## config.mk

```make
export PLATFORM = sky130hd
export DESIGN_NAME = radix_keypad_entry_register_core_flat
export DESIGN_NICKNAME = d
export VERILOG_FILES = /design/src/rtl/rke_pkg.sv /design/src/rtl/rke_stream_if.sv /design/src/rtl/rke_step.sv /design/src/rtl/radix_keypad_entry_register_core.sv /design/src/flat_wrapper.sv
export SDC_FILE = /design/constraint.sdc
export NUM_CORES = 1
export LEC_CHECK = 0
export BUFFER_PORTS_ARGS = -buffer_cell sky130_fd_sc_hd__buf_2
export CELL_PAD_IN_SITES_DETAIL_PLACEMENT = 1
export CELL_PAD_IN_SITES_GLOBAL_PLACEMENT = 1
export CORE_ASPECT_RATIO = 0.9
export CORE_UTILIZATION = 41
export DETAILED_ROUTE_END_ITERATION = 6
export PLACE_DENSITY_LB_ADDON = 0.1
export SYNTH_ARGS = -nofsm -noshare
export SYNTH_HDL_FRONTEND = slang
export SYNTH_SLANG_ARGS = --single-unit
```

## constraint.sdc

```tcl
create_clock -name clk -period 7.2 [get_ports clk]
set_clock_uncertainty 0.2 [all_clocks]
set_input_delay 1.44 -clock clk [delete_from_list [all_inputs] [get_ports clk]]
set_output_delay 1.44 -clock clk [all_outputs]
set_load 0.01 [all_outputs]
```

## src/rtl/rke_pkg.sv

```systemverilog
package rke_pkg;

	localparam int unsigned ValueWidth = 32;
	localparam int unsigned KeyWidth   = 8;

	typedef enum logic [1:0] {
		RADIX_DEC = 2'd0,
		RADIX_HEX = 2'd1,
		RADIX_BIN = 2'd2
	} radix_t;

	localparam logic [KeyWidth-1:0] KEY_DIGIT_LO = 8'h30; // '0'
	localparam logic [KeyWidth-1:0] KEY_DIGIT_HI = 8'h39; // '9'
	localparam logic [KeyWidth-1:0] KEY_ALPHA_LO = 8'h61; // 'a'
	localparam logic [KeyWidth-1:0] KEY_ALPHA_HI = 8'h66; // 'f'
	localparam logic [KeyWidth-1:0] KEY_BACK     = 8'h6D; // 'm'
	localparam logic [KeyWidth-1:0] KEY_SEL_DEC  = 8'h2C; // ','
	localparam logic [KeyWidth-1:0] KEY_SEL_HEX  = 8'h2E; // '.'
	localparam logic [KeyWidth-1:0] KEY_SEL_BIN  = 8'h2F; // '/'

	// floor(x / 10) == (x * RECIP10) >> 35 for every 32-bit x
	localparam logic [ValueWidth-1:0] RECIP10  = 32'hCCCC_CCCD;
	localparam int unsigned           Recip10Shift = 35;

	// outcome of one key against the current state
	typedef struct packed {
		logic                  hit;
		logic [ValueWidth-1:0] value;
		radix_t                radix;
	} rke_next_t;

endpackage

```

## src/rtl/rke_stream_if.sv

```systemverilog
interface rke_key_if;
	logic       valid;
	logic       ready;
	logic [7:0] key_code;

	modport source (output valid, output key_code, input ready);
	modport sink   (input valid, input key_code, output ready);
endinterface

interface rke_entry_if;
	logic        valid;
	logic        ready;
	logic [31:0] entry_value;
	logic [1:0]  radix_mode;

	modport source (output valid, output entry_value, output radix_mode, input ready);
	modport sink   (input valid, input entry_value, input radix_mode, output ready);
endinterface

```

## src/rtl/rke_step.sv

```systemverilog
module rke_step
	import rke_pkg::*;
(
	input  logic [ValueWidth-1:0] value,
	input  radix_t                radix,
	input  logic [KeyWidth-1:0]   key_code,
	output rke_next_t             nxt
);

	logic                  is_num;
	logic                  is_alpha;
	logic [3:0]            digit;
	logic [4:0]            base;
	logic [ValueWidth+3:0] scaled;
	logic [ValueWidth+4:0] sum;
	logic                  append_ok;
	logic [2*ValueWidth-1:0] prod10;
	logic [ValueWidth-1:0] dropped;
	logic [ValueWidth-1:0] appended;

	assign is_num   = (key_code >= KEY_DIGIT_LO) && (key_code <= KEY_DIGIT_HI);
	assign is_alpha = (key_code >= KEY_ALPHA_LO) && (key_code <= KEY_ALPHA_HI);

	always_comb begin
		if (is_alpha) begin
			digit = 4'((key_code - KEY_ALPHA_LO) + 8'd10);
		end else begin
			digit = 4'(key_code - KEY_DIGIT_LO);
		end
	end

	// value * radix, shift-add only
	always_comb begin
		unique case (radix)
			RADIX_HEX: begin
				base   = 5'd16;
				scaled = {value, 4'b0000};
			end
			RADIX_BIN: begin
				base   = 5'd2;
				scaled = {3'b000, value, 1'b0};
			end
			default: begin
				base   = 5'd10;
				scaled = {1'b0, value, 3'b000} + {3'b000, value, 1'b0};
			end
		endcase
	end

	assign sum       = {1'b0, scaled} + {{(ValueWidth+1){1'b0}}, digit};
	// refuse digits out of range and anything past the top of the value
	assign append_ok = ({1'b0, digit} < base) && (sum[ValueWidth+4:ValueWidth] == 5'd0);
	assign appended  = append_ok ? sum[ValueWidth-1:0] : value;

	assign prod10 = {{ValueWidth{1'b0}}, value} * {{ValueWidth{1'b0}}, RECIP10};

	always_comb begin
		unique case (radix)
			RADIX_HEX: dropped = value >> 4;
			RADIX_BIN: dropped = value >> 1;
			default:   dropped = ValueWidth'(prod10[2*ValueWidth-1:Recip10Shift]);
		endcase
	end

	always_comb begin
		nxt.hit   = 1'b1;
		nxt.value = value;
		nxt.radix = radix;
		priority if (is_num || is_alpha) begin
			nxt.value = appended;
		end else if (key_code == KEY_BACK) begin
			nxt.value = dropped;
		end else if (key_code == KEY_SEL_DEC) begin
			nxt.radix = RADIX_DEC;
		end else if (key_code == KEY_SEL_HEX) begin
			nxt.radix = RADIX_HEX;
		end else if (key_code == KEY_SEL_BIN) begin
			nxt.radix = RADIX_BIN;
		end else begin
			nxt.hit = 1'b0;
		end
	end

endmodule

```

## src/rtl/radix_keypad_entry_register_core.sv

```systemverilog
// channel | dir | modport | payload                         | transaction when
// --------+-----+---------+---------------------------------+------------------
// key     | in  | sink    | key_code[7:0]                   | valid && ready
// entry   | out | source  | entry_value[31:0], radix_mode[1:0] | valid && ready
//
// One key per cycle while entry is not stalled; a recognized key passes from its
// transaction into the input register, then the result register, and shows on entry.
// The per-key update (multiply-add append or divide-by-radix backspace) is
// combinational between the input register and the state/result registers.
// arst_n clears value to 0, mode to decimal and both valid flags.
// A stalled entry holds its result; the input register keeps taking keys until
// it holds a recognized key that cannot move on. Unrecognized keys drain freely.
module radix_keypad_entry_register_core
	import rke_pkg::*;
(
	input  logic               clk,
	input  logic               arst_n,
	rke_key_if.sink            key,
	rke_entry_if.source        entry
);

	// input register
	logic                  valid_s1;
	logic [KeyWidth-1:0]   key_s1;

	// architectural state
	logic [ValueWidth-1:0] value_q;
	radix_t                radix_q;

	// result register
	logic                  out_valid_q;
	logic [ValueWidth-1:0] out_value_q;
	radix_t                out_radix_q;

	rke_next_t             nxt;
	logic                  fire_s1;
	logic                  take_in;

	rke_step u_step (
		.value    (value_q),
		.radix    (radix_q),
		.key_code (key_s1),
		.nxt      (nxt)
	);

	// s1 advances when its key produces nothing, or the result slot is free
	// or being emptied this cycle
	assign fire_s1 = valid_s1 && (!nxt.hit || !out_valid_q || entry.ready);
	assign take_in = !valid_s1 || fire_s1;

	assign key.ready = take_in;

	always_ff @(posedge clk or negedge arst_n) begin
		if (!arst_n) begin
			valid_s1 <= 1'b0;
		end else if (take_in) begin
			valid_s1 <= key.valid;
		end
	end

	always_ff @(posedge clk) begin
		if (take_in && key.valid) begin
			key_s1 <= key.key_code;
		end
	end

	always_ff @(posedge clk or negedge arst_n) begin
		if (!arst_n) begin
			value_q <= '0;
			radix_q <= RADIX_DEC;
		end else if (fire_s1 && nxt.hit) begin
			value_q <= nxt.value;
			radix_q <= nxt.radix;
		end
	end

	always_ff @(posedge clk or negedge arst_n) begin
		if (!arst_n) begin
			out_valid_q <= 1'b0;
		end else if (fire_s1 && nxt.hit) begin
			out_valid_q <= 1'b1;
		end else if (entry.ready) begin
			out_valid_q <= 1'b0;
		end
	end

	always_ff @(posedge clk) begin
		if (fire_s1 && nxt.hit) begin
			out_value_q <= nxt.value;
			out_radix_q <= nxt.radix;
		end
	end

	assign entry.valid       = out_valid_q;
	assign entry.entry_value = out_value_q;
	assign entry.radix_mode  = 2'(out_radix_q);

endmodule

```

## src/flat_wrapper.sv

```systemverilog
// flat-port wrapper written by rule: the top's interface ports become plain ports
module radix_keypad_entry_register_core_flat import rke_pkg::*;
  (clk, arst_n, key_valid, key_key_code, key_ready, entry_valid, entry_entry_value, entry_radix_mode, entry_ready);
  rke_key_if key_i ();
  rke_entry_if entry_i ();
  input  logic clk;
  input  logic arst_n;
  input wire logic [$bits(key_i.valid)-1:0] key_valid;
  input wire logic [$bits(key_i.key_code)-1:0] key_key_code;
  output wire logic [$bits(key_i.ready)-1:0] key_ready;
  output wire logic [$bits(entry_i.valid)-1:0] entry_valid;
  output wire logic [$bits(entry_i.entry_value)-1:0] entry_entry_value;
  output wire logic [$bits(entry_i.radix_mode)-1:0] entry_radix_mode;
  input wire logic [$bits(entry_i.ready)-1:0] entry_ready;
  assign key_i.valid = key_valid;
  assign key_i.key_code = key_key_code;
  assign key_ready = key_i.ready;
  assign entry_valid = entry_i.valid;
  assign entry_entry_value = entry_i.entry_value;
  assign entry_radix_mode = entry_i.radix_mode;
  assign entry_i.ready = entry_ready;
  radix_keypad_entry_register_core u_core (.clk(clk), .arst_n(arst_n), .key(key_i), .entry(entry_i));
endmodule
```

# After elaboration in Yosys (flattened, before gate mapping)
# Cells that the tools add are included.
[totals]
reg_bits = 78
in_bits = 12
output_inout_bits = 36
[op_classes]
addsub = 5
mul = 1
order_cmp = 5
n_eq_ne = 6
n_mux = 19
n_reduce_logical = 15
[op_table]
columns = ["op", "n"]
rows = [
  ["32-bit 2-to-1 mux", 3],
  ["36-bit one-hot mux with 2 select lines", 1],
  ["32-bit by 32-bit multiplier with 64-bit output, second input constant", 1],
  ["31-bit one-hot mux with 2 select lines", 1],
  ["36-bit by 4-bit adder with 37-bit output", 1],
  ["35-bit by 33-bit adder with 36-bit output", 1],
  ["8-bit by 6-bit equality test with 1-bit output, second input constant", 3],
  ["2-bit 2-to-1 mux", 5],
  ["5-bit one-hot mux with 2 select lines", 1],
  ["8-bit by 7-bit equality test with 1-bit output, second input constant", 1],
  ["8-bit by 6-bit >= comparator with 1-bit output, second input constant", 1],
  ["8-bit by 7-bit >= comparator with 1-bit output, second input constant", 1],
  ["8-bit by 6-bit less-or-equal comparator with 1-bit output, second input constant", 1],
  ["8-bit by 7-bit less-or-equal comparator with 1-bit output, second input constant", 1],
  ["4-bit by 1-bit subtractor with 4-bit output, second input constant", 2],
  ["1-bit 2-to-1 mux", 7],
  ["1-bit logical AND", 6],
  ["5-bit logical NOT", 1],
  ["4-bit by 5-bit less-than comparator with 1-bit output", 1],
  ["4-bit adder, second input constant", 1],
  ["1-bit logical OR", 4],
  ["4-bit 2-to-1 mux", 1],
  ["1-bit logical NOT", 3],
  ["2-bit by 1-bit equality test with 1-bit output, second input constant", 1],
  ["other kinds (2)", 2],
]

# Depth between registers and ports, before layout
[logic_depth]
depth_word = 12
ltp_mapped = 29

# Modules after synthesis
# A second synthesis with hierarchy kept.
[hier_totals]
hier_cells = 2610
hier_area_um2 = 24435.9
[by_module_without_submodules]
columns = ["module", "n_inst", "cells_each", "area_per_inst_um2", "seq_area_each_um2"]
rows = [
  ["rke_step", 1, 2488, 21655.8, 0.0],
  ["radix_keypad_entry_register_core", 1, 122, 2780.2, 2162.1],
]

# Least setup slack after synthesis
# OpenSTA, ideal clock, no wires.
[synth_timing]
kind = "register to register"
startpoint = "register u_core.value_q[17]"
endpoint = "register u_core.out_value_q[27], in the netlist u_core.entry.entry_value[27], data pin"
t_arrival_ps = 7328
required_ps = 6730
path_slack_ps = -597
stages_incl_launch_ff = 26
path_buffers = 0
synth_period_minus_slack_ps = 7797
cell_sequence = "dfrtp_1 ha_1 inv_1 fa_1 inv_1 fa_1 inv_1 fa_1 inv_1 fa_1 fa_1 fa_1 inv_1 fa_1 inv_1 ha_1 a21o_1 a21oi_1 nor3b_1 a211oi_1 a2111oi_0 o21bai_1 a21oi_1 or4b_2 o211ai_1 o211ai_1"
[synth_lines]
columns = ["element", "line", "source"]
rows = [
  ["start, declared", "radix_keypad_entry_register_core.sv:27", "logic [ValueWidth-1:0] value_q;"],
  ["start signal, assigned", "radix_keypad_entry_register_core.sv:72", "value_q <= nxt.value;"],
  ["end signal, assigned", "radix_keypad_entry_register_core.sv:89", "out_value_q <= nxt.value;"],
  ["end, declared", "radix_keypad_entry_register_core.sv:32", "logic [ValueWidth-1:0] out_value_q;"],
]

# Worst setup path in the final report
[layout_timing]
startpoint = "register u_core.value_q[13]"
endpoint = "register u_core.value_q[21]"
[layout_via]
elab_chain_cells = 7
word_cells_on_any_way = 10
classes_between = "add/sub: 2; mul: 1; mux: 5; reduce/logical: 2"
[layout_lines]
columns = ["element", "line", "source"]
rows = [
  ["35-bit by 33-bit adder with 36-bit output", "rke_step.sv:45", "scaled = {1'b0, value, 3'b000} + {3'b000, value, 1'b0};"],
  ["36-bit one-hot mux with 2 select lines", "rke_step.sv:34", "unique case (radix)"],
  ["36-bit by 4-bit adder with 37-bit output", "rke_step.sv:50", "assign sum = {1'b0, scaled} + {{(ValueWidth+1){1'b0}}, digit};"],
  ["5-bit logical NOT", "rke_step.sv:52", "assign append_ok = ({1'b0, digit} < base) && (sum[ValueWidth+4:ValueWidth] == 5'd0);"],
  ["1-bit logical AND", "rke_step.sv:52", ""],
  ["32-bit 2-to-1 mux", "rke_step.sv:53", "assign appended = append_ok ? sum[ValueWidth-1:0] : value;"],
  ["32-bit 2-to-1 mux *", "rke_step.sv:69", "priority if (is_num || is_alpha) begin"],
]
# Every way passes the cells marked *; elsewhere a longest branch is shown, timed or not.
# A chain may end at the register's enable or synchronous reset.

==> summary.md <==
| Metric | Value |
|---|---|
| Status | `finished with violations` |
| Failing checks | `negative setup slack` |
| Worst path required time | `between 7 and 8 ns` |
| Mapped cell area | `~25000 um^2` |
| Die H | `about 230 um` |
| Max Clk Rate | `about 130 MHz` |
| Initial DRT Pass Iterations | `5` |
| Worst Path Arrival | `between 7 and 8 ns` |
| Synth Flop Type | `edfxtp_1` |
| Critical Path Start | `u_core.value_q[13]` |
| Worst hold endpoint | `u_core.entry.valid` |
| Crit Path Max Fanout | `5` |
| Hold Path Stages | `2` |
| Post-Layout Inst Area | `between 30000 and 40000 um^2` |
| Hold Vio Cnt, Final | `0` |
| Area of the die | `60800 um^2` |
| Unrepaired setup endpoints after global routing | `yes` |
| Worst-path clk slew | `approximately 0.080 ns` |
| Largest net degree at the start of global routing | `63` |
| Synth-to-layout area growth | `29.0%` |
| Slew Limit Fails | `0` |
| #FFs+latches synth | `between 70 and 80` |
| Rel. slew slack | `0.263` |
| Synth Warn # | `0` |
| Worst r2r src | `u_core.value_q[13]` |
| Io pins | `between 40 and 50` |
| Initial DRC Count | `1399` |
| Path depth of the worst reg2reg path | `27` |
| Register area share after synthesis | `0.0881` |
| Ys async rst share | `0.462` |
| Clock Sinks | `between 70 and 80` |
| Syn Nets | `between 3k and 4k` |
| CTS Buf Count | `9` |
| DP Wirelength | `about 89 mm` |
| Crit end category | `register` |
| Clock latency on the worst-skew pair | `around 0.38 ns` |
| Final setup violation count | `56` |
| Initial antenna violation count | `4` |
| # H-tree levels | `3` |
| First-pass GRT wire length | `~150 mm` |
| Antenna-violating nets left | `0` |
| Syn Inst Count | `around 2.7k` |
| Row Count | `84` |
| Overflow after GRT | `0` |
| Crit Path Class | `reg -> reg` |
| Minimum clock period | `between 7 and 8 ns` |
| Hold path startpoint | `u_core.entry.valid` |
| FF-to-FF End | `u_core.value_q[21]` |
| Min-delay worst type | `reg -> reg` |
| Vias in the first global route | `23.9k` |
| Share of post-route cells with drive strength above 1 | `0.295` |
| Post-synth EDFFs | `42` |
| Final WL | `104 mm` |
| Final period util | `1.09` |
| Yosys cell types | `96` |
| Final GP Congestion | `about 0.96` |
| GRT Overall Usage | `0.346` |
| Layout Nets | `between 3k and 4k` |
| IO Port Bufs | `47` |
| CTS tree | `built` |
| Hold_buf cts | `0` |
| Root buf cell | `clkbuf_16` |
| Max Cap Violations | `0` |
| Avg Cell Area, Syn | `about 9.2 um^2` |
| CP startpoint kind | `register` |
| CTS Buffer Depth | `2` |
| Final worst setup slack | `-0.632 ns` |
| Via density | `5.55` |
| DRC | `0` |
| Slew @ Worst Pin | `1.10 ns` |
| Post-DR wirelength/cell | `about 27 um` |
| Initial core utilization | `0.418` |
| Core Footprint | `58800 um^2` |
| Placed Area | `slightly below 30000 um^2` |
| R2R setup slack | `-0.63 ns` |
| Vias | `21.7k` |
| Die W | `roughly 260 um` |
## kinds of logic (layout without fill, tap and decap cells)
logic type | count (synthesis) | in the layout | synth area share
fa+ha+maj | 775 | 775 | 0.514
buf+inv | 745 | 1201 | 0.115
compound gates | 538 | 538 | 0.150
simple gates | 413 | 413 | 0.0870
xor+xnor | 111 | 111 | 0.0396
flops | 78 | 78 | 0.0881
mux | 15 | 15 | 0.00622
other cells | 0 | 1 | 0
## placed cells by master (no fill, tap or decap), drive strengths merged, types with 7 or more instances in the layout
cell    count
a21oi     153
xor2       62
o211ai     20
nor2b      12
a22o        9
nand2b     13
fa        388
or2         9
edfxtp     42
a221oi     41
nor4b       7
o221ai      7
a22oi      13
o221a       7
nand2     128
nand3      40
a221o      11
a211oi     15
dfrtp      36
and2       23
ha        387
o21a       15
mux2i      13
nor4        9
o22ai       9
a21o       52
nand4      25
o21bai     13
inv       660
and3       22
xnor2      49
o21ai      98
buf       524
a31oi      17
clkbuf      9
a211o       7
nor2       69
nor3       26
## synthesized netlist by cell type, drive strengths merged, types with 9 or more instances
cell / count / area, um^2
a21oi: 153 / 785
nor4: 9 / 56.3
and3: 22 / 139
nor2b: 12 / 75.1
a22o: 9 / 78.8
a21o: 52 / 390
nor3: 26 / 141
nand2b: 13 / 81.3
or2: 9 / 56.3
nand2: 128 / 480
a221oi: 41 / 389
a31oi: 17 / 106
a221o: 11 / 110
a211oi: 15 / 118
o21a: 15 / 113
a22oi: 13 / 97.6
buf: 31 / 154
nand3: 40 / 205
o21bai: 13 / 101
mux2i: 13 / 130
and2: 23 / 144
ha: 387 / 4840
dfrtp: 36 / 901
nand4: 25 / 156
o211ai: 20 / 150
nor2: 69 / 264
xnor2: 49 / 429
inv: 661 / 2480
fa: 388 / 7770
xor2: 62 / 543
o21ai: 98 / 502
o22ai: 9 / 56.3
edfxtp: 42 / 1260
clkbuf: 53 / 199
## registers in the layout, indices dropped and copies added (netlist names)
name	flops
u_core.value_q	32
u_core.entry.radix_mode	2
u_core.key_s1	8
u_core.radix_q	2
u_core.entry.valid	1
u_core.entry.entry_value	32
u_core.valid_s1	1
## worst max-delay path: stages (launching register included)
cell,delay (ns)
dfrtp_2,0.44
buf_12,0.13
ha_4,0.15
clkinvlp_4,0.16
fa_1,0.59
inv_2,0.05
fa_1,0.54
inv_2,0.05
fa_1,0.52
inv_2,0.05
fa_1,0.50
fa_1,0.45
fa_1,0.59
inv_2,0.05
fa_1,0.55
inv_2,0.05
ha_4,0.29
nand3_4,0.08
a2111o_1,0.46
a31oi_1,0.21
nor2_2,0.09
o21ba_4,0.28
o21ai_4,0.16
a21oi_2,0.09
or4_4,0.48
nand3_2,0.09
o21ai_2,0.08
a22oi_1,0.33
## layout make-up
class	count	area, um^2
Fill cell	6698	27100
Multi-Input combinational cell	1852	21600
Timing Repair Buffer	524	4080
Inverter	661	2500
Sequential cell	78	2200
Tap cell	774	968
Clock buffer	9	225
Clock inverter	7	104
Antenna cell	1	2.50
## what timing repair did
item / in CTS / in global routing
hold endpoints to repair: 0 / 0
gates resized for setup: 283 / 111
buffers inserted: 56 / 32
pin swaps: 157 / 90
endpoints found under the setup margin: 58 / 59
## routing by layer
layer  track usage  share of wire
met1         0.461           0.43
met2         0.540           0.45
met3        0.0678          0.062
met4         0.164          0.054
met5             0        0.00021
## how the worst max path moves through the flow
stage / endpoint / slack, ns
finish: u_core.value_q[21] / -0.63
global route: u_core.entry.entry_value[15] / -0.80
CTS: u_core.value_q[28] / -0.53
detailed placement: u_core.entry.entry_value[27] / -0.99
global placement: u_core.entry.entry_value[18] / -0.87
floorplan: u_core.value_q[28] / 0.001
## metrics by stage
stage / util / worst slack [ns] / instances / hold slack [ns] / TNS [ns]
final: 0.539 / -0.632 / 3906 / 0.347 / -21.63
after global placement: 0.494 / -0.873 / 3819 / 0.313 / -33.90
after floorplan: - / 0.00113 / 2675 / 0.290 / 0
after global routing: 0.539 / -0.800 / 3905 / 0.416 / -32.81
after CTS: 0.528 / -0.533 / 3881 / 0.353 / -15.14
after detailed placement: 0.494 / -0.986 / 3819 / 0.334 / -37.95
Power is left out: the tool's default activity adds up to more than one toggle a clock period on the data nets, which glitch-free logic cannot reach.
